<file path="src/rtl/core/assert_macros.svh">
// Assertion macros shared by the min/max auto-scale RTL.
`ifndef ASSERT_MACROS_SVH
`define ASSERT_MACROS_SVH

// Checked on every rising clock edge outside reset.
`define MMAS_ASSERT(lbl, prop) \
    lbl: assert property (@(posedge clk) disable iff (!rst_n) prop) \
        else $error("mmas assertion failed");

// Checked on every rising clock edge, also during reset.
`define MMAS_ASSERT_ALWAYS(lbl, prop) \
    lbl: assert property (@(posedge clk) prop) \
        else $error("mmas assertion failed");

`endif

</file>
<file path="src/rtl/core/mmas_pkg.sv">
// Package with the shared types of the min/max auto-scale block.
`default_nettype none

package mmas_pkg;

    typedef enum logic {
        MODE_MEASURE = 1'b0,
        MODE_APPLY   = 1'b1
    } mode_t;

    // Flags latched at the end of a measure pass.
    typedef struct packed {
        logic identity;
        logic flat;
    } frame_flags_t;

endpackage

`default_nettype wire

</file>
<file path="src/rtl/core/min_max_auto_scale_unit.sv">
// Top level of the min/max auto-scale block: request control and result register.
// Usage:
// Input requests carry mode, sample and last on in_valid/in_ready. A measure
// request (mode 0) updates the running minimum and maximum and gives no
// result; the one marked last latches the frame minimum, range and flags.
// An apply request (mode 1) gives exactly one result on out_valid/out_ready:
// value, the sample stretched to 0..1.0, and end_of_frame, a copy of last.
// An apply request on the identity frame, a flat frame or a sample below the
// frame minimum or at or above minimum plus range takes its result directly;
// any other goes through the restoring divider, which produces one quotient bit
// per cycle. One request is in flight at a time, so an apply request occupies
// the block until its result has moved to the result register.
// The result register lets the next request enter while a result waits; when
// the receiver stalls, a finished result waits in the block and in_ready stays
// low until the result register is free.
// Reset clears all control state and restores the identity frame, so apply
// requests before any measure pass return the clamped sample.
`default_nettype none
`include "assert_macros.svh"

module min_max_auto_scale_unit
    import mmas_pkg::*;
#(
    parameter int SAMPLE_BITS   = 24,
    parameter int FRACTION_BITS = 16
) (
    input  wire logic                          clk,
    input  wire logic                          rst_n,
    input  wire logic                          in_valid,
    output logic                               in_ready,
    input  wire logic                          mode,
    input  wire logic signed [SAMPLE_BITS-1:0] sample,
    input  wire logic                          last,
    output logic                               out_valid,
    input  wire logic                          out_ready,
    output logic [FRACTION_BITS:0]             value,
    output logic                               end_of_frame
);

    localparam int CW = ((SAMPLE_BITS > FRACTION_BITS + 2) ? SAMPLE_BITS
                                                           : FRACTION_BITS + 2) + 1;
    localparam logic [CW-1:0] ONE_CW =
        {{(CW-FRACTION_BITS-1){1'b0}}, 1'b1, {FRACTION_BITS{1'b0}}};
    localparam logic [FRACTION_BITS:0] ONE_VAL  = {1'b1, {FRACTION_BITS{1'b0}}};
    localparam logic [FRACTION_BITS:0] HALF_VAL = {2'b01, {(FRACTION_BITS-1){1'b0}}};

    typedef enum logic [1:0] {
        S_IDLE,
        S_DIV,
        S_HOLD
    } state_t;

    state_t                  state_reg;
    logic [FRACTION_BITS:0]  res_reg;
    logic                    eof_reg;
    logic [FRACTION_BITS:0]  value_reg;
    logic                    end_of_frame_reg;
    logic                    out_valid_reg;

    logic                          accept;
    logic                          meas_en;
    logic                          apply_en;
    logic signed [SAMPLE_BITS-1:0] frame_min;
    logic        [SAMPLE_BITS-1:0] frame_range;
    frame_flags_t                  frame_flags;
    logic        [CW-1:0]          s_ext;
    logic        [SAMPLE_BITS:0]   diff;
    logic                          need_div;
    logic [FRACTION_BITS:0]        direct_val;
    logic                          div_start;
    logic                          div_done;
    logic [FRACTION_BITS-1:0]      quotient;
    logic                          out_load;

    assign in_ready = (state_reg == S_IDLE);
    assign accept   = in_valid && in_ready;
    assign meas_en  = accept && (mode_t'(mode) == MODE_MEASURE);
    assign apply_en = accept && (mode_t'(mode) == MODE_APPLY);

    // The held result moves to the output register when that register is free.
    assign out_load = (state_reg == S_HOLD) && (!out_valid_reg || out_ready);

    always_comb
    begin
        s_ext = {{(CW-SAMPLE_BITS){sample[SAMPLE_BITS-1]}}, sample};
        diff  = {sample[SAMPLE_BITS-1], sample} - {frame_min[SAMPLE_BITS-1], frame_min};
        need_div   = 1'b0;
        direct_val = '0;
        if (frame_flags.identity)
        begin
            if (sample[SAMPLE_BITS-1])
                direct_val = '0;
            else if ($signed(s_ext) > $signed(ONE_CW))
                direct_val = ONE_VAL;
            else
                direct_val = s_ext[FRACTION_BITS:0];
        end
        else if (frame_flags.flat)
            direct_val = HALF_VAL;
        else if (diff[SAMPLE_BITS])
            direct_val = '0;
        else if (diff[SAMPLE_BITS-1:0] >= frame_range)
            direct_val = ONE_VAL;
        else
            need_div = 1'b1;
    end

    assign div_start = apply_en && need_div;

    mmas_measure #(
        .SAMPLE_BITS   (SAMPLE_BITS),
        .FRACTION_BITS (FRACTION_BITS)
    ) u_measure (
        .clk         (clk),
        .rst_n       (rst_n),
        .meas_en     (meas_en),
        .sample      (sample),
        .last        (last),
        .frame_min   (frame_min),
        .frame_range (frame_range),
        .frame_flags (frame_flags)
    );

    mmas_divider #(
        .SAMPLE_BITS   (SAMPLE_BITS),
        .FRACTION_BITS (FRACTION_BITS)
    ) u_divider (
        .clk      (clk),
        .rst_n    (rst_n),
        .start    (div_start),
        .num      (diff[SAMPLE_BITS-1:0]),
        .den      (frame_range),
        .done     (div_done),
        .quotient (quotient)
    );

    always_ff @(posedge clk or negedge rst_n)
    begin
        if (!rst_n)
        begin
            state_reg        <= S_IDLE;
            res_reg          <= '0;
            eof_reg          <= 1'b0;
            value_reg        <= '0;
            end_of_frame_reg <= 1'b0;
            out_valid_reg    <= 1'b0;
        end
        else
        begin
            if (out_load)
                out_valid_reg <= 1'b1;
            else if (out_ready)
                out_valid_reg <= 1'b0;
            case (state_reg)
                S_IDLE:
                begin
                    if (apply_en)
                    begin
                        eof_reg <= last;
                        res_reg <= direct_val;
                        state_reg <= need_div ? S_DIV : S_HOLD;
                    end
                end
                S_DIV:
                begin
                    if (div_done)
                    begin
                        res_reg   <= {1'b0, quotient};
                        state_reg <= S_HOLD;
                    end
                end
                S_HOLD:
                begin
                    if (out_load)
                    begin
                        value_reg        <= res_reg;
                        end_of_frame_reg <= eof_reg;
                        state_reg        <= S_IDLE;
                    end
                end
                default:
                begin
                    state_reg <= S_IDLE;
                end
            endcase
        end
    end

    assign out_valid    = out_valid_reg;
    assign value        = value_reg;
    assign end_of_frame = end_of_frame_reg;

    // The divider only finishes while the control waits for it.
    `MMAS_ASSERT(a_done_in_div, div_done |-> (state_reg == S_DIV))
    // A new result is loaded only from the hold state.
    `MMAS_ASSERT(a_load_from_hold, $rose(out_valid_reg) |-> ($past(state_reg) == S_HOLD))
    // A shown result never exceeds 1.0.
    `MMAS_ASSERT(a_value_range, out_valid_reg |-> (value_reg <= ONE_VAL))

endmodule

`default_nettype wire

</file>
<file path="src/rtl/core/mmas_measure.sv">
// Running minimum and maximum tracker with the per-frame latches.
`default_nettype none
`include "assert_macros.svh"

module mmas_measure
    import mmas_pkg::*;
#(
    parameter int SAMPLE_BITS   = 24,
    parameter int FRACTION_BITS = 16
) (
    input  wire logic                          clk,
    input  wire logic                          rst_n,
    input  wire logic                          meas_en,
    input  wire logic signed [SAMPLE_BITS-1:0] sample,
    input  wire logic                          last,
    output logic signed [SAMPLE_BITS-1:0]      frame_min,
    output logic        [SAMPLE_BITS-1:0]      frame_range,
    output frame_flags_t                       frame_flags
);

    localparam int CW = ((SAMPLE_BITS > FRACTION_BITS + 2) ? SAMPLE_BITS
                                                           : FRACTION_BITS + 2) + 1;
    localparam logic [SAMPLE_BITS-1:0] SMAX = {1'b0, {(SAMPLE_BITS-1){1'b1}}};
    localparam logic [SAMPLE_BITS-1:0] SMIN = {1'b1, {(SAMPLE_BITS-1){1'b0}}};
    localparam logic [CW-1:0] ONE_CW =
        {{(CW-FRACTION_BITS-1){1'b0}}, 1'b1, {FRACTION_BITS{1'b0}}};
    localparam logic [SAMPLE_BITS-1:0] ONE_RANGE = SAMPLE_BITS'(ONE_CW);

    logic signed [SAMPLE_BITS-1:0] run_min_reg, run_min_next;
    logic signed [SAMPLE_BITS-1:0] run_max_reg, run_max_next;
    logic signed [SAMPLE_BITS-1:0] frame_min_reg, frame_min_next;
    logic        [SAMPLE_BITS-1:0] frame_range_reg, frame_range_next;
    frame_flags_t                  flags_reg, flags_next;

    logic signed [SAMPLE_BITS-1:0] new_min;
    logic signed [SAMPLE_BITS-1:0] new_max;
    logic        [SAMPLE_BITS:0]   span;
    logic        [CW-1:0]          max_ext;

    always_comb
    begin
        new_min = (sample < run_min_reg) ? sample : run_min_reg;
        new_max = (sample > run_max_reg) ? sample : run_max_reg;
        // The current sample enters both, so the span is never negative.
        span    = {new_max[SAMPLE_BITS-1], new_max} - {new_min[SAMPLE_BITS-1], new_min};
        max_ext = {{(CW-SAMPLE_BITS){new_max[SAMPLE_BITS-1]}}, new_max};

        run_min_next     = run_min_reg;
        run_max_next     = run_max_reg;
        frame_min_next   = frame_min_reg;
        frame_range_next = frame_range_reg;
        flags_next       = flags_reg;
        if (meas_en)
        begin
            if (last)
            begin
                frame_min_next      = new_min;
                frame_range_next    = span[SAMPLE_BITS-1:0];
                flags_next.identity = (new_min == '0) && (max_ext == ONE_CW);
                flags_next.flat     = (span[SAMPLE_BITS-1:0] == '0);
                run_min_next        = SMAX;
                run_max_next        = SMIN;
            end
            else
            begin
                run_min_next = new_min;
                run_max_next = new_max;
            end
        end
    end

    always_ff @(posedge clk or negedge rst_n)
    begin
        if (!rst_n)
        begin
            run_min_reg     <= SMAX;
            run_max_reg     <= SMIN;
            frame_min_reg   <= '0;
            frame_range_reg <= ONE_RANGE;
            flags_reg       <= '{identity: 1'b1, flat: 1'b0};
        end
        else
        begin
            run_min_reg     <= run_min_next;
            run_max_reg     <= run_max_next;
            frame_min_reg   <= frame_min_next;
            frame_range_reg <= frame_range_next;
            flags_reg       <= flags_next;
        end
    end

    assign frame_min   = frame_min_reg;
    assign frame_range = frame_range_reg;
    assign frame_flags = flags_reg;

    // A zero-range frame can never be the identity frame.
    `MMAS_ASSERT_ALWAYS(a_flat_not_identity, !(flags_reg.flat && flags_reg.identity))

endmodule

`default_nettype wire

</file>
<file path="src/rtl/core/mmas_divider.sv">
// Restoring fraction divider that produces one quotient bit per cycle.
`default_nettype none
`include "assert_macros.svh"

module mmas_divider
    import mmas_pkg::*;
#(
    parameter int SAMPLE_BITS   = 24,
    parameter int FRACTION_BITS = 16
) (
    input  wire logic                     clk,
    input  wire logic                     rst_n,
    input  wire logic                     start,
    input  wire logic [SAMPLE_BITS-1:0]   num,
    input  wire logic [SAMPLE_BITS-1:0]   den,
    output logic                          done,
    output logic [FRACTION_BITS-1:0]      quotient
);

    localparam int CNTW = $clog2(FRACTION_BITS);
    localparam logic [CNTW-1:0] LAST_STEP = CNTW'(FRACTION_BITS - 1);

    logic [SAMPLE_BITS-1:0]   rem_reg, rem_next;
    logic [SAMPLE_BITS-1:0]   den_reg, den_next;
    logic [FRACTION_BITS-1:0] q_reg, q_next;
    logic [CNTW-1:0]          cnt_reg, cnt_next;
    logic                     busy_reg, busy_next;
    logic                     done_reg, done_next;

    logic [SAMPLE_BITS:0]     shifted;
    logic [SAMPLE_BITS:0]     trial;
    logic                     q_bit;

    always_comb
    begin
        shifted = {rem_reg, 1'b0};
        trial   = shifted - {1'b0, den_reg};
        q_bit   = (shifted >= {1'b0, den_reg});

        rem_next  = rem_reg;
        den_next  = den_reg;
        q_next    = q_reg;
        cnt_next  = cnt_reg;
        busy_next = busy_reg;
        done_next = 1'b0;
        if (start)
        begin
            rem_next  = num;
            den_next  = den;
            q_next    = '0;
            cnt_next  = '0;
            busy_next = 1'b1;
        end
        else if (busy_reg)
        begin
            // The remainder stays below the divisor, so it fits the sample width.
            rem_next = q_bit ? trial[SAMPLE_BITS-1:0] : shifted[SAMPLE_BITS-1:0];
            q_next   = {q_reg[FRACTION_BITS-2:0], q_bit};
            cnt_next = cnt_reg + 1'b1;
            if (cnt_reg == LAST_STEP)
            begin
                busy_next = 1'b0;
                done_next = 1'b1;
            end
        end
    end

    always_ff @(posedge clk or negedge rst_n)
    begin
        if (!rst_n)
        begin
            rem_reg  <= '0;
            den_reg  <= '0;
            q_reg    <= '0;
            cnt_reg  <= '0;
            busy_reg <= 1'b0;
            done_reg <= 1'b0;
        end
        else
        begin
            rem_reg  <= rem_next;
            den_reg  <= den_next;
            q_reg    <= q_next;
            cnt_reg  <= cnt_next;
            busy_reg <= busy_next;
            done_reg <= done_next;
        end
    end

    assign done     = done_reg;
    assign quotient = q_reg;

    `MMAS_ASSERT(a_done_after_busy, done_reg |-> $past(busy_reg))
    `MMAS_ASSERT(a_no_restart_busy, busy_reg |-> !start)

endmodule

`default_nettype wire

</file>
<file path="config.mk">
export PLATFORM = sky130hd
export DESIGN_NAME = min_max_auto_scale_unit
export DESIGN_NICKNAME = d
export VERILOG_FILES = /design/src/rtl/core/mmas_pkg.sv /design/src/rtl/core/min_max_auto_scale_unit.sv /design/src/rtl/core/mmas_measure.sv /design/src/rtl/core/mmas_divider.sv
export VERILOG_INCLUDE_DIRS = /design/src /design/src/rtl/core
export SDC_FILE = /design/constraint.sdc
export NUM_CORES = 1
export LEC_CHECK = 0
export BUFFER_PORTS_ARGS = -buffer_cell sky130_fd_sc_hd__buf_2
export CAP_MARGIN = 10
export CORE_MARGIN = 5
export CORE_UTILIZATION = 30
export CTS_BUF_LIST = sky130_fd_sc_hd__clkbuf_4 sky130_fd_sc_hd__clkbuf_8
export CTS_CLUSTER_DIAMETER = 120
export CTS_CLUSTER_SIZE = 14
export DETAILED_ROUTE_END_ITERATION = 8
export GPL_ROUTABILITY_DRIVEN = 0
export PLACE_DENSITY_LB_ADDON = 0.3
export SYNTH_ARGS = -nofsm -noshare
export SYNTH_HDL_FRONTEND = slang
export SYNTH_SLANG_ARGS = --single-unit
export TNS_END_PERCENT = 30
</file>
<file path="constraint.sdc">
create_clock -name clk -period 7.2 [get_ports clk]
set_input_delay 0.72 -clock clk [delete_from_list [all_inputs] [get_ports clk]]
set_output_delay 0.72 -clock clk [all_outputs]
set_load 0.02 [all_outputs]
</file>
# After elaboration in Yosys (flattened, before gate mapping)
# Index checks and enable logic that the tools add are counted.
[classes] bitwise=1 magnitude_cmp=5 n_reduce_logical=19 n_addsub=4 n_eq_ne=7 mux=37
[ops] operator="2-to-1 mux 24 bit" n=7
[ops] operator="2-to-1 mux 17 bit" n=8
[ops] operator="zero test 24 bit" n=2
[ops] operator="subtractor 24 bit" n=2
[ops] operator="case mux 17 bit (2 select lines)" n=1
[ops] operator="2-to-1 mux 16 bit" n=2
[ops] operator="== test 25 x 17 -> 1 bit, second input constant" n=1
[ops] operator=">= comparator 25 x 24 -> 1 bit" n=1
[ops] operator="subtractor 24 x 24 -> 25 bit" n=1
[ops] operator=">= comparator 24 bit" n=1
[ops] operator="greater-than comparator 24 x 18 -> 1 bit, second input constant" n=1
[ops] operator="greater-than comparator 24 bit" n=1
[ops] operator="less-than comparator 24 bit" n=1
[ops] operator="2-to-1 mux 1 bit" n=12
[ops] operator="2-to-1 mux 2 bit" n=4
[ops] operator="2-to-1 mux 4 bit" n=2
[ops] operator="logical AND 1 bit" n=6
[ops] operator="case mux 2 bit (3 select lines)" n=1
[ops] operator="AND reduction 2 bit" n=3
[ops] operator="AND reduction 3 bit" n=2
[ops] operator="nonzero test 2 bit" n=3
[ops] operator="adder 4 x 1 -> 4 bit, second input constant" n=1
[ops] operator="== test 4 bit, second input constant" n=1
[ops] operator="inequality test 2 x 1 -> 1 bit, second input constant" n=2
[ops] operator="7 further kinds" n=7
[word_totals] register_bits=207 output_inout_bits=20

# Logic depth before layout (Yosys ltp)
# Gate-level depths: netlist of the first run.
[depth] word_depth=9 depth_mapped=27 ltp_nobuf=23

# Modules after synthesis
# From an unflattened synthesis of the first run, not the netlist that was laid out.
[unflattened] hier_cells=1713 hier_area_um2=14905.5
[modules_own_cells] module="mmas_measure" cells_per_inst=778 area_per_inst_um2=6741.5 n_inst=1
[modules_own_cells] module="mmas_divider" cells_per_inst=507 area_per_inst_um2=4501.8 n_inst=1
[modules_own_cells] module="min_max_auto_scale_unit" cells_per_inst=428 area_per_inst_um2=3662.3 n_inst=1

# Least setup slack after synthesis of the first run
# No wires, ideal clock.
[synth_timing] path_kind="input port to flip-flop" startpoint="in sample[23]" endpoint="reg u_measure.flags_reg (netlist bit u_measure.frame_flags[0])" slack_ns=1.664 required_ns=7.105 arrival_time_ns=5.440 stages=26 n_path_buf=4 path_cell_list="ha_1 nand4_1 nor2b_4 nand3_1 a311oi_2 or3_1 buf_2 and2_4 buf_6 buf_6 buf_2 mux2i_1 inv_1 ha_1 inv_1 fa_1 a211oi_1 o21ai_0 a31oi_1 o41ai_1 a221o_1 a31oi_1 xnor2_1 a211oi_1 nand4_1 o31ai_1"
[synth_between] elab_chain_cells=4 word_cells_on_any_way=6
[synth_rtl] item="start, declared" line="min_max_auto_scale_unit.sv:32" text="input wire logic signed [SAMPLE_BITS-1:0] sample,"
[synth_rtl] item="less-than comparator 24 bit" line="mmas_measure.sv:42" text="new_min = (sample < run_min_reg) ? sample : run_min_reg;"
[synth_rtl] item="2-to-1 mux 24 bit" line="mmas_measure.sv:42"
[synth_rtl] item="via u_measure.new_min[0]" line="mmas_measure.sv:35" text="logic signed [SAMPLE_BITS-1:0] new_min;"
[synth_rtl] item="subtractor 24 bit" line="mmas_measure.sv:45" text="span = {new_max[SAMPLE_BITS-1], new_max} - {new_min[SAMPLE_BITS-1], new_min};"
[synth_rtl] item="zero test 24 bit" line="mmas_measure.sv:60" text="flags_next.flat = (span[SAMPLE_BITS-1:0] == '0);"
[synth_rtl] item="end signal, assigned" line="mmas_measure.sv:80" text="flags_reg <= '{identity: 1'b1, flat: 1'b0};"
[synth_rtl] item="end signal, assigned" line="mmas_measure.sv:88" text="flags_reg <= flags_next;"
[synth_rtl] item="end, declared" line="mmas_measure.sv:33" text="frame_flags_t flags_reg, flags_next;"
# The timed path passes the listed nets, and every way through them passes these cells.
# A chain may end at the register's enable or synchronous reset.

# Worst setup path after layout of the first run
[layout_timing] startpoint="in sample[0]" endpoint="reg u_divider.rem_reg[3]"
[layout_between] elab_chain_cells=8 word_cells_on_any_way=9
[layout_rtl] item="subtractor 24 x 24 -> 25 bit *" line="min_max_auto_scale_unit.sv:86" text="diff = {sample[SAMPLE_BITS-1], sample} - {frame_min[SAMPLE_BITS-1], frame_min};"
[layout_rtl] item=">= comparator 24 bit" line="min_max_auto_scale_unit.sv:102" text="else if (diff[SAMPLE_BITS-1:0] >= frame_range)"
[layout_rtl] item="2-to-1 mux 1 bit" line="min_max_auto_scale_unit.sv:102"
[layout_rtl] item="2-to-1 mux 1 bit" line="min_max_auto_scale_unit.sv:100" text="else if (diff[SAMPLE_BITS])"
[layout_rtl] item="2-to-1 mux 1 bit" line="min_max_auto_scale_unit.sv:98" text="else if (frame_flags.flat)"
[layout_rtl] item="2-to-1 mux 1 bit" line="min_max_auto_scale_unit.sv:89" text="if (frame_flags.identity)"
[layout_rtl] item="logical AND 1 bit" line="min_max_auto_scale_unit.sv:108" text="assign div_start = apply_en && need_div;"
[layout_rtl] item="2-to-1 mux 24 bit or nonzero test 2 bit (tied branches)"
[layout_rtl] item="end signal, assigned" line="mmas_divider.sv:81" text="rem_reg <= rem_next;"
[layout_rtl] item="end, declared" line="mmas_divider.sv:23" text="logic [SAMPLE_BITS-1:0] rem_reg, rem_next;"
# Mark *: on every way between the ends. The rest lies on a longest branch, timed or not.

==> results of run 1 <==
-- metrics by stage --
stage,area (µm²),hold WS [ps],worst slack (ps),power (mW)
CTS,15800,209,1150,8.82
detailed placement,15400,464,596,8.04
finish,15800,174,1160,8.79
floorplan,14400,424,1660,6.46
global route,15800,228,724,9.67
global placement,15400,461,727,7.94
-- synth_stat cells (7+ instances only) --
cell      instances
or3_1            10
nor4_1           17
dfstp_2          26
o21a_1           11
a22o_1           23
xor2_1           23
o211ai_1          8
a31oi_1          27
nor2_1          123
a211oi_1         32
nor3_1           21
and3_1           11
dfrtp_1         181
mux2_2           20
inv_1           158
a221o_1           7
nand4_1          23
a21o_1           56
nand3_1          39
nand2_1         170
o21ai_0         149
clkbuf_1         59
mux2i_1          34
o31ai_1          16
nor2b_1          11
a21oi_1         118
nand2b_1         16
a22oi_1          22
xnor2_1          31
ha_1            143
-- worst reg2reg max path, stage by stage (launching register included) --
cell,delay (ps)
dfstp_2,530
inv_1,70
ha_1,300
a21o_1,110
a31oi_1,70
or3_1,430
a311oi_2,460
or3_1,200
and2_4,420
mux2i_1,230
inv_1,90
ha_1,160
inv_1,60
fa_1,420
a211oi_1,330
o21ai_0,200
a31oi_1,340
o41ai_1,130
buf_4,160
a221o_1,330
a31oi_1,250
xnor2_1,110
a211oi_1,170
nand4_1,120
o31ai_1,210
-- final cells by class --
cell class / instances / area [µm²]
fillers: 5045 / 31900
multi-input cells: 1238 / 8380
flip-flops and latches: 207 / 5210
well taps: 615 / 769
inverters: 159 / 597
repair buffers: 74 / 455
clock buffers: 31 / 352
clock inverters: 1 / 5.00
diodes: 1 / 2.50
-- kinds of logic after synthesis --
| logic type | count (synthesis) | share of synthesized area (%) |
|---|---|---|
| adders and majority gates | 146 | 12.8 |
| AOI/OAI and AO/OA | 521 | 23.1 |
| and+or+nand+nor | 463 | 14.7 |
| buffers and inverters | 227 | 6.06 |
| DFF | 207 | 36.1 |
| muxes | 54 | 3.92 |
| xor gates and xnor gates | 54 | 3.28 |
-- where the power goes --
part	total (mW)	internal (mW)	leakage, nW	switching (mW)
sequential	2.07	1.74	2.51	0.327
combinational	5.99	2.42	4.65	3.58
clock	0.729	0.309	0.196	0.420
total	8.79	4.47	7.35	4.32
-- path summary, 6_finish.rpt --
check / end / depth (start not counted)
min in group clk: eof_reg / 2
max in group asynchronous: u_divider.busy_reg / 2
worst min-delay path: res_reg[0] / 1
worst max-delay path: u_divider.rem_reg[3] / 23
worst min register to register: eof_reg / 2
worst max register to register: u_measure.frame_flags[0] / 24
-- per-layer routing --
| metal | track usage, % | part of all wire (%) |
|---|---|---|
| met5 | 0 | 0.030 |
| met4 | 5.21 | 3.4 |
| met3 | 1.55 | 3.6 |
| met2 | 25.8 | 46 |
| met1 | 22.1 | 47 |
==> impl_results.rst, run 1 <==
.. list-table::
   :header-rows: 1

   * - Metric
     - Value
   * - Run status
     - finished, final reports clean
   * - Final critical delay including setup and external delays
     - 6040 ps
   * - Crit-path slowest cell
     - a211oi_1
   * - Gate Count Post-Synth
     - 1672
   * - Buffer and inverter count on the worst path
     - 4
   * - Initial detailed-routing violation count
     - 875
   * - Number of clock sinks
     - 207
   * - Reg2Reg Setup Slack
     - 1230 ps
   * - Max-slew violation count
     - 0
   * - Critical Path Source Type
     - input pin
   * - CP Data Arrival Time
     - 6460 ps
   * - Clock Latency Late Sink
     - 550 ps
   * - Most frequent cell on the critical path
     - a21o_1
   * - Chip width
     - 229 µm
   * - Largest cells by area after synthesis
     - dfrtp_1 31%, ha_1 12%, o21ai_0 5.2%
   * - Final wirelength
     - 42.7 mm
   * - Number of buffer cells added on primary ports
     - 49
   * - Cell breakdown of the critical path
     - buf_2 -> inv_1 -> ha_1 -> inv_1 -> fa_1 -> a21o_1 -> a21o_1 -> a211oi_1 -> o22ai_1 -> o21ai_0 -> a21oi_1 -> xor2_1 -> ha_1 -> a21o_1 -> a21o_1 -> a21oi_1 -> o211ai_1 -> o21ai_0 -> nand4_1 -> nor2_4 -> buf_12 -> a211oi_1 -> a21o_1
   * - Crit path launch
     - sample[0]
   * - Antenna violations before repair
     - 1
   * - Hold/Removal Path Class
     - in2async
   * - Die H
     - 229 µm
   * - Peak Freq
     - 166 MHz
   * - Post-synthesis cell type count
     - 74
   * - Area of the die
     - 52600 µm²
   * - Leading cell types in the layout, fill and taps excluded
     - 180 x dfrtp_1, 169 x nand2_1, 158 x inv_1
   * - Number of enable flip-flop cells after synthesis
     - 0
   * - Highest cell delay on the worst timing path
     - 490 ps
   * - Slew headroom
     - 20.6%
   * - Number of DRC violations after detailed routing
     - 0
   * - Number of global-route vias before repair
     - 12.0k
   * - Post-synthesis sequential area ratio
     - 36.1%
   * - Wirelength per Cell
     - 18.3 µm
   * - Root buffer cell
     - clkbuf_8
   * - Final setup TNS
     - 0 ps
   * - Aggregate global routing overflow
     - 0
   * - Critical Setup Path Class
     - in2reg
   * - Synth Warn #
     - 0
   * - Post-CTS Repair Setup Buffers
     - 0
   * - Element type at the critical path end
     - flip-flop
   * - HPWL reported at the end of detailed placement
     - 32.3 mm
   * - Number of vias in the routed layout
     - 12.2k
   * - Longest Clk Path Bufs
     - 3
   * - Number of violations of the max-capacitance limit
     - 0
   * - Maximum number of pins on one net before global-route repair
     - 91
   * - I/O pin count
     - 50
   * - RSZ-0062 raised after global routing
     - false
   * - Post-DRT Antenna Nets
     - 0
   * - Endpoint required time on the critical path
     - 7620 ps
   * - Clock slew seen by the registers of the worst setup and hold paths
     - 100 ps
   * - Post-Syn Area per Cell
     - 8.63 µm²
   * - Final standard cell count with taps included and fillers excluded
     - 2326
   * - FP Rows
     - 80
   * - Maximum VDD drop
     - 305 µV
   * - Share of flip-flops with an asynchronous set or reset after synthesis
     - 100%
   * - #FFs+latches synth
     - 207
   * - # H-tree levels
     - 1
   * - Floorplan Core Area
     - 47600 µm²
   * - Router iterations before antenna repair
     - 5
   * - Leakage
     - 7.35 nW
   * - Synth Cell Area
     - 14400 µm²
   * - Count of final hold-check violations
     - 0
   * - Vias per cell
     - 5.25
   * - PwrDens
     - 558 nW/µm²
   * - Synth Flop Type
     - dfrtp_1
   * - TritonCTS Buffers
     - 18
   * - # nets final
     - 1874
   * - Commonest non-fill, non-tap cell in the layout
     - dfrtp_1
   * - Setup-violating endpoint count in the final report
     - 0
   * - Initial Utilization
     - 30.3%
   * - GRT Util Overall
     - 15.8%
   * - Actual transition at the worst max-transition pin
     - 1180 ps
   * - Worst-path maximum fanout
     - 83
   * - First-pass GRT wire length
     - 67.7 mm
   * - Family with the most delay on the worst path
     - compound AO/OA/AOI/OAI gates
   * - Layout cell share with drive strength beyond 1
     - 10.2%
   * - Yosys top cell by area
     - dfrtp_1
   * - Hold-fix buffers at CTS
     - 0
   * - Utilization of the core after routing
     - 33.1%
   * - Number of nets in the synthesized netlist
     - 1848
   * - Area fraction of the dominant cell type after synthesis
     - 31.4%
   * - Number of placed instances, taps included
     - 2293
   * - Worst clock skew
     - 33.8 ps
   * - CTS tree
     - built
   * - Final Cycle Share
     - 83.9%
   * - Critical R2R Launch
     - u_measure.run_min_reg[2]
   * - Cells resized by post-CTS repair
     - 0
   * - Area overhead of the layout relative to synthesis
     - 9.27%
Power figures use the tool's default switching activity.
==> run 2: changes to the inputs <==
==> constraint.sdc (replaced) <==
create_clock -name clk -period 5.3 [get_ports clk]
set_input_delay 0.53 -clock clk [delete_from_list [all_inputs] [get_ports clk]]
set_output_delay 0.53 -clock clk [all_outputs]
set_load 0.02 [all_outputs]
==> impl_results.rst, run 2 (synthesis results as in run 1) <==
.. list-table::
   :header-rows: 1

   * - Metric
     - Value
   * - Placed cell area
     - 16400 µm²
   * - Maximum VDD drop
     - 268 µV
   * - Aggregate global routing overflow
     - 0
   * - TritonCTS Buffers
     - 18
   * - Post-DRT Antenna Nets
     - 0
   * - Leakage
     - 8.08 nW
   * - Element type at the critical path end
     - flip-flop
   * - Peak Freq
     - 198 MHz
   * - Layout cell share with drive strength beyond 1
     - 18.6%
   * - Internal Power
     - 7.04 mW
   * - Router iterations before antenna repair
     - 5
   * - Commonest non-fill, non-tap cell in the layout
     - dfrtp_1
   * - Final wirelength
     - 44.5 mm
   * - Final critical delay including setup and external delays
     - 5040 ps
   * - Highest cell delay on the worst timing path
     - 400 ps
   * - Hold-fix buffers at CTS
     - 0
   * - Max-slew violation count
     - 0
   * - WHS
     - -18.1 ps
   * - Total chip power
     - 13.3 mW
   * - Run status
     - complete, but fails checks
   * - # nets final
     - 2008
   * - Final Cycle Share
     - 95.1%
   * - PwrDens
     - 782 nW/µm²
   * - Hold/Removal Path Class
     - in2async
   * - Final standard cell count with taps included and fillers excluded
     - 2459
   * - First-pass GRT wire length
     - 70.5 mm
   * - Maximum number of pins on one net before global-route repair
     - 107
   * - Floorplan Core Area
     - 47600 µm²
   * - Number of buffer cells added on primary ports
     - 49
   * - FP Rows
     - 80
   * - Die H
     - 229 µm
   * - Critical Path Source Type
     - flip-flop
   * - Critical Setup Path Class
     - reg2reg
   * - Area overhead of the layout relative to synthesis
     - 17.8%
   * - Setup-violating endpoint count in the final report
     - 0
   * - Root buffer cell
     - clkbuf_8
   * - GRT Util Overall
     - 16.4%
   * - Diodes inserted
     - 0
   * - Wirelength per Cell
     - 18.1 µm
   * - Clock Latency Late Sink
     - 570 ps
   * - Family with the most delay on the worst path
     - simple AND/OR/NAND/NOR gates
   * - Number of vias in the routed layout
     - 12.7k
   * - # H-tree levels
     - 1
   * - Violations in the final reports
     - hold timing
   * - Gate power share
     - 71.3%
   * - HPWL reported at the end of detailed placement
     - 34.4 mm
   * - I/O pin count
     - 50
   * - Number of DRC violations after detailed routing
     - 0
   * - Switching Power
     - 6.27 mW
   * - Vias per cell
     - 5.17
   * - Clk pwr share
     - 7.5%
   * - Longest Clk Path Bufs
     - 3
   * - Actual transition at the worst max-transition pin
     - 956 ps
   * - Initial detailed-routing violation count
     - 855
   * - Initial Utilization
     - 30.3%
   * - Leading cell types in the layout, fill and taps excluded
     - 180 x dfrtp_1, 169 x nand2_1, 158 x inv_1
   * - Worst-path maximum fanout
     - 16
   * - Post-route cell area
     - 17000 µm²
   * - Setup ws final
     - 260 ps
   * - Count of final hold-check violations
     - 5
   * - CTS tree
     - built
   * - Buffer and inverter count on the worst path
     - 7
   * - Area of the die
     - 52600 µm²
   * - Sw Share
     - 47.1%
   * - Number of global-route vias before repair
     - 12.6k
   * - Share of power burned in registers
     - 21.2%
   * - Chip width
     - 229 µm
   * - Worst slack, placed
     - -317 ps
   * - Antenna violations before repair
     - 0
   * - Number of clock sinks
     - 207
   * - Number of placed instances, taps included
     - 2419
   * - Slew headroom
     - 35.4%
   * - Most frequent cell on the critical path
     - buf_4
   * - Crit-path slowest cell
     - dfrtp_1
   * - Number of violations of the max-capacitance limit
     - 0
   * - CP Data Arrival Time
     - 5530 ps
   * - Clock slew seen by the registers of the worst setup and hold paths
     - 120 ps
   * - Endpoint required time on the critical path
     - 5790 ps
   * - Worst clock skew
     - 29.3 ps
==> run 2: changes by cell type in the layout (fill, tap and decap cells not counted), sizes merged <==
cell / previous run / this run
diode: 1 / 0
buf: 74 / 208
inv: 158 / 159
clkbuf: 31 / 30
==> run 2: metal layers <==
| metal | wire length, µm | vias to the layer above | GRT usage, % |
|---|---|---|---|
| met1 | 21300 | 6125 | 23.0 |
| li1 | - | 6276 | - |
| met2 | 20500 | 262 | 26.9 |
| met4 | 1250 | 0 | 4.89 |
| met5 | 0 | - | 0 |
| met3 | 1430 | 58 | 1.59 |
==> run 2: worst reg2reg max path, cell delays in order, from the launching register on <==
cell      delay (ps)
dfrtp_1          400
inv_1             80
ha_1             300
nand4_1          210
buf_4            220
nor4_1           300
buf_4            180
a21oi_2           60
mux2i_2          270
clkinv_2         140
buf_4            200
nand2_1           70
o21ai_0           70
buf_4            130
ha_1             310
nor4_1           380
a21oi_2           90
a31oi_4          250
buf_4            150
o21ba_2          120
xor2_1           180
and2_1           140
and4_1           210
and4b_1          210
nand4_1          110
o31ai_1          240
==> run 2: final cells by class <==
type                       instances  area, µm²
inverter                         159        598
tap                              615        769
sequential                       207       5210
clock inverter                     2       13.8
timing repair buffer             208       1490
fill                            4935      30600
clock buffer                      30        338
multi-input combinational       1238       8580
==> run 2: through the flow <==
stage                     setup TNS [ps]  util [%]
after global routing                -104      35.7
after floorplan                        0         -
after CTS                              0      35.2
final                                  0      35.7
after detailed placement          -16710      34.4
after global placement             -9790      34.4
==> run 2: repair_timing <==
action	in CTS	in global routing
buffers inserted	0	8
gates resized for setup	6	37
pin swaps	1	14
endpoints found under the setup margin	1	71
==> run 2: final timing paths <==
path | start | end | slack (ps) | cells past startpoint
worst min-delay path | rst_n | u_divider.cnt_reg[1] | -20 | 1
worst min register to register | u_measure.frame_min[8] | u_measure.frame_min[8] | 490 | 2
worst max register to register | u_measure.run_max_reg[18] | u_measure.frame_flags[0] | 260 | 25
max in group asynchronous | rst_n | u_measure.run_max_reg[18] | 4240 | 2
worst max-delay path | u_measure.run_max_reg[18] | u_measure.frame_flags[0] | 260 | 25
min in group clk | sample[5] | u_measure.run_max_reg[5] | 270 | 2
==> run 2: power by group through the flow <==
stage          combinational [mW]  clock [mW]  sequential (mW)
2_1_floorplan                6.01           0             2.78
3_3_place_gp                 9.01           0             2.83
3_5_place_dp                 9.12           0             2.85
4_1_cts                      9.23        1.04             2.82
5_1_grt                      10.5        1.10             2.91
6_report                     9.49       0.996             2.82
